[src/hdl/sha256_pkg.sv]
`default_nettype none

package sha256_pkg;

    localparam int unsigned WORD_W  = 32;
    localparam int unsigned BYTE_W  = 8;
    localparam int unsigned IDX_W   = 3;
    localparam int unsigned FILL_W  = 6;
    localparam int unsigned ROUND_W = 6;
    localparam int unsigned LEN_W   = 64;

    localparam logic [BYTE_W-1:0]  PAD_BYTE   = 8'h80;
    localparam logic [FILL_W-1:0]  LEN_OFFSET = 6'd56;
    localparam logic [FILL_W-1:0]  LAST_FILL  = 6'd63;
    localparam logic [ROUND_W-1:0] LAST_ROUND = 6'd63;
    localparam logic [IDX_W-1:0]   LAST_WORD  = 3'd7;

    localparam logic [0:7][WORD_W-1:0] INIT_HASH = {
        32'h6a09e667, 32'hbb67ae85, 32'h3c6ef372, 32'ha54ff53a,
        32'h510e527f, 32'h9b05688c, 32'h1f83d9ab, 32'h5be0cd19
    };

    localparam logic [0:63][WORD_W-1:0] ROUND_K = {
        32'h428a2f98, 32'h71374491, 32'hb5c0fbcf, 32'he9b5dba5,
        32'h3956c25b, 32'h59f111f1, 32'h923f82a4, 32'hab1c5ed5,
        32'hd807aa98, 32'h12835b01, 32'h243185be, 32'h550c7dc3,
        32'h72be5d74, 32'h80deb1fe, 32'h9bdc06a7, 32'hc19bf174,
        32'he49b69c1, 32'hefbe4786, 32'h0fc19dc6, 32'h240ca1cc,
        32'h2de92c6f, 32'h4a7484aa, 32'h5cb0a9dc, 32'h76f988da,
        32'h983e5152, 32'ha831c66d, 32'hb00327c8, 32'hbf597fc7,
        32'hc6e00bf3, 32'hd5a79147, 32'h06ca6351, 32'h14292967,
        32'h27b70a85, 32'h2e1b2138, 32'h4d2c6dfc, 32'h53380d13,
        32'h650a7354, 32'h766a0abb, 32'h81c2c92e, 32'h92722c85,
        32'ha2bfe8a1, 32'ha81a664b, 32'hc24b8b70, 32'hc76c51a3,
        32'hd192e819, 32'hd6990624, 32'hf40e3585, 32'h106aa070,
        32'h19a4c116, 32'h1e376c08, 32'h2748774c, 32'h34b0bcb5,
        32'h391c0cb3, 32'h4ed8aa4a, 32'h5b9cca4f, 32'h682e6ff3,
        32'h748f82ee, 32'h78a5636f, 32'h84c87814, 32'h8cc70208,
        32'h90befffa, 32'ha4506ceb, 32'hbef9a3f7, 32'hc67178f2
    };

    typedef enum logic [1:0] {
        SEL_IN,
        SEL_PAD80,
        SEL_ZERO,
        SEL_LEN
    } t_byte_sel;

    typedef enum logic [2:0] {
        ST_IDLE,
        ST_COMP,
        ST_FINAL,
        ST_PAD,
        ST_EMIT
    } t_state;

    typedef struct packed {
        logic               push;
        t_byte_sel          byte_sel;
        logic               count_bits;
        logic               load_work;
        logic               round;
        logic [ROUND_W-1:0] round_idx;
        logic               final_add;
        logic               clear_msg;
        logic [IDX_W-1:0]   out_idx;
    } t_dp_cmd;

    typedef struct packed {
        logic [FILL_W-1:0] fill;
    } t_dp_stat;

endpackage

`default_nettype wire

[src/hdl/sha256_dpath.sv]
`default_nettype none

module sha256_dpath (
    input  wire logic                      i_clk,
    input  wire logic                      i_rst_n,
    input  wire sha256_pkg::t_dp_cmd       i_cmd,
    input  wire logic [7:0]                i_data_byte,
    output sha256_pkg::t_dp_stat           o_stat,
    output logic [31:0]                    o_digest_word
);
    import sha256_pkg::*;

    function automatic logic [WORD_W-1:0] ror(input logic [WORD_W-1:0] x, input int unsigned n);
        ror = (x >> n) | (x << (WORD_W - n));
    endfunction

    // 16-word window: block buffer while filling, message schedule while compressing
    logic [WORD_W-1:0] r_w [16];
    logic [WORD_W-1:0] n_w [16];
    logic [WORD_W-1:0] r_h [8];
    logic [WORD_W-1:0] r_v [8];
    logic [FILL_W-1:0] r_fill;
    logic [LEN_W-1:0]  r_bits;

    logic [BYTE_W-1:0] push_byte;
    logic [BYTE_W-1:0] len_byte;
    logic [WORD_W-1:0] sig0_w, sig1_w, w_next;
    logic [WORD_W-1:0] big0, big1, ch, maj, t1, t2;

    always_comb begin
        len_byte = '0;
        for (int i = 0; i < 8; i++) begin
            if (r_fill[2:0] == 3'(i)) begin
                len_byte = r_bits[LEN_W-1-8*i -: 8];
            end
        end
    end

    always_comb begin
        unique case (i_cmd.byte_sel)
            SEL_IN:    push_byte = i_data_byte;
            SEL_PAD80: push_byte = PAD_BYTE;
            SEL_ZERO:  push_byte = '0;
            SEL_LEN:   push_byte = len_byte;
        endcase
    end

    // schedule expansion on fixed window taps
    always_comb begin
        sig0_w = ror(r_w[1], 7) ^ ror(r_w[1], 18) ^ (r_w[1] >> 3);
        sig1_w = ror(r_w[14], 17) ^ ror(r_w[14], 19) ^ (r_w[14] >> 10);
        w_next = r_w[0] + sig0_w + r_w[9] + sig1_w;
    end

    // round function
    always_comb begin
        big1 = ror(r_v[4], 6) ^ ror(r_v[4], 11) ^ ror(r_v[4], 25);
        ch   = (r_v[4] & r_v[5]) ^ (~r_v[4] & r_v[6]);
        big0 = ror(r_v[0], 2) ^ ror(r_v[0], 13) ^ ror(r_v[0], 22);
        maj  = (r_v[0] & r_v[1]) ^ (r_v[0] & r_v[2]) ^ (r_v[1] & r_v[2]);
        t1   = r_v[7] + big1 + ch + ROUND_K[i_cmd.round_idx] + r_w[0];
        t2   = big0 + maj;
    end

    always_comb begin
        for (int j = 0; j < 16; j++) begin
            n_w[j] = r_w[j];
        end
        if (i_cmd.round) begin
            for (int j = 0; j < 15; j++) begin
                n_w[j] = r_w[j+1];
            end
            n_w[15] = w_next;
        end else if (i_cmd.push) begin
            for (int j = 0; j < 16; j++) begin
                for (int b = 0; b < 4; b++) begin
                    if (r_fill == FILL_W'(4 * j + b)) begin
                        n_w[j][WORD_W-1-8*b -: 8] = push_byte;
                    end
                end
            end
        end
    end

    always_ff @(posedge i_clk) begin
        for (int j = 0; j < 16; j++) begin
            r_w[j] <= n_w[j];
        end
        if (i_cmd.load_work) begin
            for (int j = 0; j < 8; j++) begin
                r_v[j] <= r_h[j];
            end
        end else if (i_cmd.round) begin
            r_v[7] <= r_v[6];
            r_v[6] <= r_v[5];
            r_v[5] <= r_v[4];
            r_v[4] <= r_v[3] + t1;
            r_v[3] <= r_v[2];
            r_v[2] <= r_v[1];
            r_v[1] <= r_v[0];
            r_v[0] <= t1 + t2;
        end
    end

    always_ff @(posedge i_clk) begin
        if (!i_rst_n || i_cmd.clear_msg) begin
            for (int j = 0; j < 8; j++) begin
                r_h[j] <= INIT_HASH[j];
            end
            r_fill <= '0;
            r_bits <= '0;
        end else begin
            if (i_cmd.final_add) begin
                for (int j = 0; j < 8; j++) begin
                    r_h[j] <= r_h[j] + r_v[j];
                end
            end
            if (i_cmd.push) begin
                r_fill <= r_fill + 1'b1;
            end
            if (i_cmd.count_bits) begin
                r_bits <= r_bits + LEN_W'(8);
            end
        end
    end

    assign o_stat.fill   = r_fill;
    assign o_digest_word = r_h[i_cmd.out_idx];

endmodule

`default_nettype wire

[src/hdl/sha256_ctrl.sv]
`default_nettype none

module sha256_ctrl (
    input  wire logic                 i_clk,
    input  wire logic                 i_rst_n,
    input  wire logic                 i_in_valid,
    output logic                      o_in_ready,
    input  wire logic                 i_has_byte,
    input  wire logic                 i_end_of_message,
    output logic                      o_out_valid,
    input  wire logic                 i_out_ready,
    output logic [2:0]                o_word_index,
    output logic                      o_last_word,
    output sha256_pkg::t_dp_cmd       o_cmd,
    input  wire sha256_pkg::t_dp_stat i_stat
);
    import sha256_pkg::*;

    t_state             r_state, n_state;
    logic [ROUND_W-1:0] r_round, n_round;
    logic [IDX_W-1:0]   r_idx, n_idx;
    logic               r_need80, n_need80;
    logic               r_len, n_len;
    logic               r_pad, n_pad;

    always_ff @(posedge i_clk) begin
        if (!i_rst_n) begin
            r_state  <= ST_IDLE;
            r_round  <= '0;
            r_idx    <= '0;
            r_need80 <= 1'b0;
            r_len    <= 1'b0;
            r_pad    <= 1'b0;
        end else begin
            r_state  <= n_state;
            r_round  <= n_round;
            r_idx    <= n_idx;
            r_need80 <= n_need80;
            r_len    <= n_len;
            r_pad    <= n_pad;
        end
    end

    always_comb begin
        n_state     = r_state;
        n_round     = r_round;
        n_idx       = r_idx;
        n_need80    = r_need80;
        n_len       = r_len;
        n_pad       = r_pad;
        o_cmd       = '0;
        o_cmd.byte_sel  = SEL_IN;
        o_cmd.round_idx = r_round;
        o_cmd.out_idx   = r_idx;
        o_in_ready  = 1'b0;
        o_out_valid = 1'b0;

        unique case (r_state)
            ST_IDLE: begin
                o_in_ready = 1'b1;
                if (i_in_valid) begin
                    if (i_has_byte) begin
                        o_cmd.push       = 1'b1;
                        o_cmd.count_bits = 1'b1;
                    end
                    if (i_end_of_message) begin
                        n_pad    = 1'b1;
                        n_need80 = 1'b1;
                    end
                    if (i_has_byte && i_stat.fill == LAST_FILL) begin
                        o_cmd.load_work = 1'b1;
                        n_round         = '0;
                        n_state         = ST_COMP;
                    end else if (i_end_of_message) begin
                        n_state = ST_PAD;
                    end
                end
            end
            ST_COMP: begin
                o_cmd.round = 1'b1;
                n_round     = r_round + 1'b1;
                if (r_round == LAST_ROUND) begin
                    n_state = ST_FINAL;
                end
            end
            ST_FINAL: begin
                o_cmd.final_add = 1'b1;
                n_idx           = '0;
                if (r_len) begin
                    n_state = ST_EMIT;
                end else if (r_pad) begin
                    n_state = ST_PAD;
                end else begin
                    n_state = ST_IDLE;
                end
            end
            ST_PAD: begin
                o_cmd.push = 1'b1;
                if (r_need80) begin
                    o_cmd.byte_sel = SEL_PAD80;
                    n_need80       = 1'b0;
                end else if (r_len || i_stat.fill == LEN_OFFSET) begin
                    o_cmd.byte_sel = SEL_LEN;
                    n_len          = 1'b1;
                end else begin
                    o_cmd.byte_sel = SEL_ZERO;
                end
                if (i_stat.fill == LAST_FILL) begin
                    o_cmd.load_work = 1'b1;
                    n_round         = '0;
                    n_state         = ST_COMP;
                end
            end
            ST_EMIT: begin
                o_out_valid = 1'b1;
                if (i_out_ready) begin
                    n_idx = r_idx + 1'b1;
                    if (r_idx == LAST_WORD) begin
                        o_cmd.clear_msg = 1'b1;
                        n_pad           = 1'b0;
                        n_len           = 1'b0;
                        n_state         = ST_IDLE;
                    end
                end
            end
            default: begin
                n_state = ST_IDLE;
            end
        endcase
    end

    assign o_word_index = r_idx;
    assign o_last_word  = (r_idx == LAST_WORD);

endmodule

`default_nettype wire

[src/hdl/sha256_hash_engine_unit.sv]
// a plain byte transaction is taken with one push; a byte that completes a 64-byte block
// also runs a compression (push, 64 rounds on the single round unit, hash update)
// end of message: 9 to 72 padding bytes at one per cycle outside compressions, one or two
// compressions, then 8 digest words at one per cycle when the sink is ready
// throughput: one message at a time, rate set by the one-round-per-cycle compression loop
// reset: synchronous active low, loads the initial hash values and clears fill and bit count
`default_nettype none

module sha256_hash_engine_unit (
    input  wire logic        i_clk,
    input  wire logic        i_rst_n,
    // input stream
    input  wire logic        s_axis_tvalid,
    output logic             s_axis_tready,
    input  wire logic [7:0]  s_axis_tdata,   // [7:0] data_byte
    input  wire logic        s_axis_tuser,   // [0] has_byte
    input  wire logic        s_axis_tlast,   // end_of_message
    // digest stream
    output logic             m_axis_tvalid,
    input  wire logic        m_axis_tready,
    output logic [31:0]      m_axis_tdata,   // [31:0] digest_word
    output logic [2:0]       m_axis_tuser,   // [2:0] word_index
    output logic             m_axis_tlast    // last_word
);
    import sha256_pkg::*;

    // command and status between sequencer and datapath
    t_dp_cmd  cmd;
    t_dp_stat stat;

    // sequencer: byte intake, padding, round count, digest output
    sha256_ctrl u_ctrl (
        .i_clk            (i_clk),
        .i_rst_n          (i_rst_n),
        .i_in_valid       (s_axis_tvalid),
        .o_in_ready       (s_axis_tready),
        .i_has_byte       (s_axis_tuser),
        .i_end_of_message (s_axis_tlast),
        .o_out_valid      (m_axis_tvalid),
        .i_out_ready      (m_axis_tready),
        .o_word_index     (m_axis_tuser),
        .o_last_word      (m_axis_tlast),
        .o_cmd            (cmd),
        .i_stat           (stat)
    );

    // datapath: block window, schedule, working variables, hash words, bit count
    sha256_dpath u_dpath (
        .i_clk         (i_clk),
        .i_rst_n       (i_rst_n),
        .i_cmd         (cmd),
        .i_data_byte   (s_axis_tdata),
        .o_stat        (stat),
        .o_digest_word (m_axis_tdata)
    );

endmodule

`default_nettype wire

[config.mk]
export PLATFORM = sky130hd
export DESIGN_NAME = sha256_hash_engine_unit
export DESIGN_NICKNAME = d
export VERILOG_FILES = /design/src/hdl/sha256_pkg.sv /design/src/hdl/sha256_dpath.sv /design/src/hdl/sha256_ctrl.sv /design/src/hdl/sha256_hash_engine_unit.sv
export SDC_FILE = /design/constraint.sdc
export NUM_CORES = 2
export LEC_CHECK = 0
export BUFFER_PORTS_ARGS = -buffer_cell sky130_fd_sc_hd__buf_2
export CAP_MARGIN = 20
export CORE_UTILIZATION = 61
export CTS_BUF_LIST = sky130_fd_sc_hd__clkbuf_8 sky130_fd_sc_hd__clkbuf_16
export DETAILED_ROUTE_END_ITERATION = 12
export PLACE_DENSITY = 0.78
export SLEW_MARGIN = 30
export SYNTH_ARGS = -nofsm -noshare
export SYNTH_HDL_FRONTEND = slang
export SYNTH_SLANG_ARGS = --single-unit
export TNS_END_PERCENT = 20
[constraint.sdc]
create_clock -name i_clk -period 12.7 [get_ports i_clk]
set_input_delay 0.635 -clock i_clk [delete_from_list [all_inputs] [get_ports i_clk]]
set_output_delay 0.635 -clock i_clk [all_outputs]
set_load 0.05 [all_outputs]
==> results.md <==
- IO Pins: 52
- Most frequent cells in the layout: 1047 x nand2_1, 1024 x edfxtp_1, 685 x a21o_1
- Outcome: complete, no violations
- Data required, critical path: 13.31 ns
- Hold Crit Class: input port to register
- Clock Skews: around 0.055 ns
- Synth unique cells: 101
- # nets final: 7666
- Reg2Reg Depth: 37
- Worst-path clk slew: 0.08 ns
- Crit path time final: around 11 ns
- Drt initial violations: between 6000 and 7000
- Wire per inst: 26.4 um
- First-pass GRT wire length: 346000 um
- Die Span Y: roughly 350 um
- H-tree depth: 3
- Post-DP HPWL: approximately 170000 um
- Slew @ Worst Pin: 1.01 ns
- Post-Syn Nets: 7796
- CTS sink cnt: 1109
- Rel. slew slack: 32.6%
- First-pass DRT Iterations: 6
- Seq/Total Area, Yosys: approximately 44%
- Final Cycle Share: a little under nine tenths
- CTS Buf Count: 117
- Max stage delay on crit path: 0.86 ns
- GRT Total Usage: 37.8%
- Mapped Cells: roughly 7200
- Clock latency on the worst-skew pair: 0.78 ns
- Final Max Slew Viols: 0
- Initial antenna violation count: 8
- Clock root buffer: clkbuf_16
- Fin. Hold Viols: 0
- CTS max path bufs: 3
- Vias: 57100
- Total congestion overflow: 0
- Vias in the first global route: 55500
- Final Core Density: 66.0%
- RD Place Congestion: 1.04
- Slowest cell on crit path: ha_1
- Total wire length: 232000 um
- Die X: 350 um
- Crit. End Element: register
- Total core area: 120000 um^2
- Kind of critical path: register to register
- Vias per cell: 6.52
- Residual DRC count: 0
- Share of cells above drive strength 1: 7.13%
- Setup WS post-layout: 1.87 ns
- Register bit count reported by yosys: 1109
- CTS tree: built
- Post-Syn Area: 73800 um^2
- Hold Buf Count CTS: 0
- Synth Flop Type: edfxtp_1
- Critical Path AT: ~11 ns
- Starting Density: 61.5%
- Ys async rst share: 0%
- Largest net degree at the start of global routing: 173
- Fmax: about 0.09 GHz
- Startpoint class of the critical path: register
- Buffers on Ports: approximately 50
- Worst Hold Depth: 3
- Post-CTS resize count: 0
- Final setup viols: 0
- Cell Rows: 127
- Worst slack at placement: 2.04 ns
- Fin Setup TNS: 0 ns
- Most common cell after layout, fill and taps aside: nand2_1
- Syn Area/Cell: about 10 um^2
- Top cell by count, worst path: a21o_1
- Synthesis-to-layout area growth: 7.35%
- Die Footprint: 122000 um^2
- Synth warn: 0
- RSZ-0062 raised after global routing: no
- # Post-CTS Setup Buffers: 0
- # Max-Cap Violations: 0
- Post-DRT Antenna Nets: 0
- CP max FO: 19
- Number of flops mapped to enable cells by yosys: 1024
==> cell usage after synthesis (12+ instances only) <==
cell,count,area (um^2)
a21o_1,685,5140
a211oi_1,57,428
a21oi_1,363,1820
a31oi_1,48,300
ha_1,403,5040
buf_2,22,110
and2_1,22,138
mux2i_1,36,360
o31ai_1,24,180
fa_1,195,3900
dfxtp_1,85,1700
o22ai_1,12,75.1
edfxtp_1,1024,30700
o21a_1,68,510
nand2_1,1051,3950
inv_1,365,1370
mux2_2,37,417
nor2_1,409,1540
clkbuf_1,336,1260
nand4_1,34,213
o21ai_1,13,65.1
o21ai_0,439,2200
buf_1,19,71.3
and3_1,58,363
nand2b_1,81,507
o21bai_1,45,338
xnor2_1,358,3140
mux4_2,70,1580
a311oi_1,13,114
nand3_1,96,480
nor3_1,90,450
a21boi_0,12,90.1
nor2b_1,57,357
o211ai_1,32,240
xor2_1,235,2060
or3_1,35,219
or2_2,18,113
==> worst max-delay path: cells and delay by family (launching register included) <==
family,cells,cell delay [ns]
fa+ha+maj,7,3.47
simple gates,6,1.39
mux,1,0.23
buf+inv,5,0.77
flops,1,0.83
compound gates,16,3.55
xor+xnor,2,0.39
==> layer usage <==
metal  wire, um  global-route usage (%)  part of all wire (%)  vias up
met4      16200                    22.8                   7.0        2
met1      87000                    47.7                    38    28000
met5         13                       0                0.0056        -
li1           -                       -                     -    25500
met3      20900                    6.85                   9.0      682
met2     107000                    60.6                    46     2994
==> area by class of cell <==
| cell class | count | area (um^2) |
|---|---|---|
| diodes | 1 | 2.50 |
| multi-input cells | 5324 | 38600 |
| clock buffers | 117 | 2930 |
| fillers | 9208 | 40700 |
| inverters | 368 | 1380 |
| clock inverters | 99 | 850 |
| well taps | 1612 | 2020 |
| flip-flops and latches | 1109 | 32500 |
| repair buffers | 134 | 1000 |
==> logic make-up (layout without fill, tap and decap cells) <==
| family | count (synthesis) | count (layout) | share of synthesized area, % |
|---|---|---|---|
| buffers and inverters | 751 | 718 | 3.89 |
| AOI/OAI and AO/OA | 1979 | 1979 | 17.8 |
| muxes | 143 | 143 | 3.19 |
| and+or+nand+nor | 2007 | 2007 | 11.9 |
| other | 0 | 1 | 0 |
| xor gates and xnor gates | 594 | 594 | 7.07 |
| adders and majority gates | 601 | 601 | 12.2 |
| DFF | 1109 | 1109 | 44.0 |
==> final timing paths <==
path / from / end / slack [ns]
hold reg to reg: u_ctrl.r_pad / u_ctrl.r_pad / 0.49
setup / recovery: u_ctrl.r_round[1] / u_dpath.r_v[0][31] / 1.87
hold / removal: s_axis_tlast / u_ctrl.r_pad / 0.15
setup reg to reg: u_ctrl.r_round[1] / u_dpath.r_v[0][31] / 1.87
==> through the flow <==
stage / cell area, um^2 / hold slack [ns] / cells
global route: 79200 / 0.154 / 8763
floorplan: 73800 / 0.438 / 7184
CTS: 79200 / 0.115 / 8762
finish: 79200 / 0.153 / 8764
detailed placement: 75400 / 0.484 / 8546
global placement: 75400 / 0.461 / 8543
==> sequential cells by signal (all words and copies together), names as in the netlist, named ones only <==
name,count
u_dpath.r_h,256
u_dpath.o_stat,6
u_dpath.r_bits,61
u_ctrl.r_state,3
u_ctrl.r_need80,1
u_ctrl.r_len,1
u_ctrl.r_pad,1
u_dpath.r_w,512
u_dpath.r_v,256
u_ctrl.o_word_index,3
u_ctrl.r_round,6
Power is left out: the tool's default activity adds up to more than one toggle a clock period on the data nets, which glitch-free logic cannot reach.
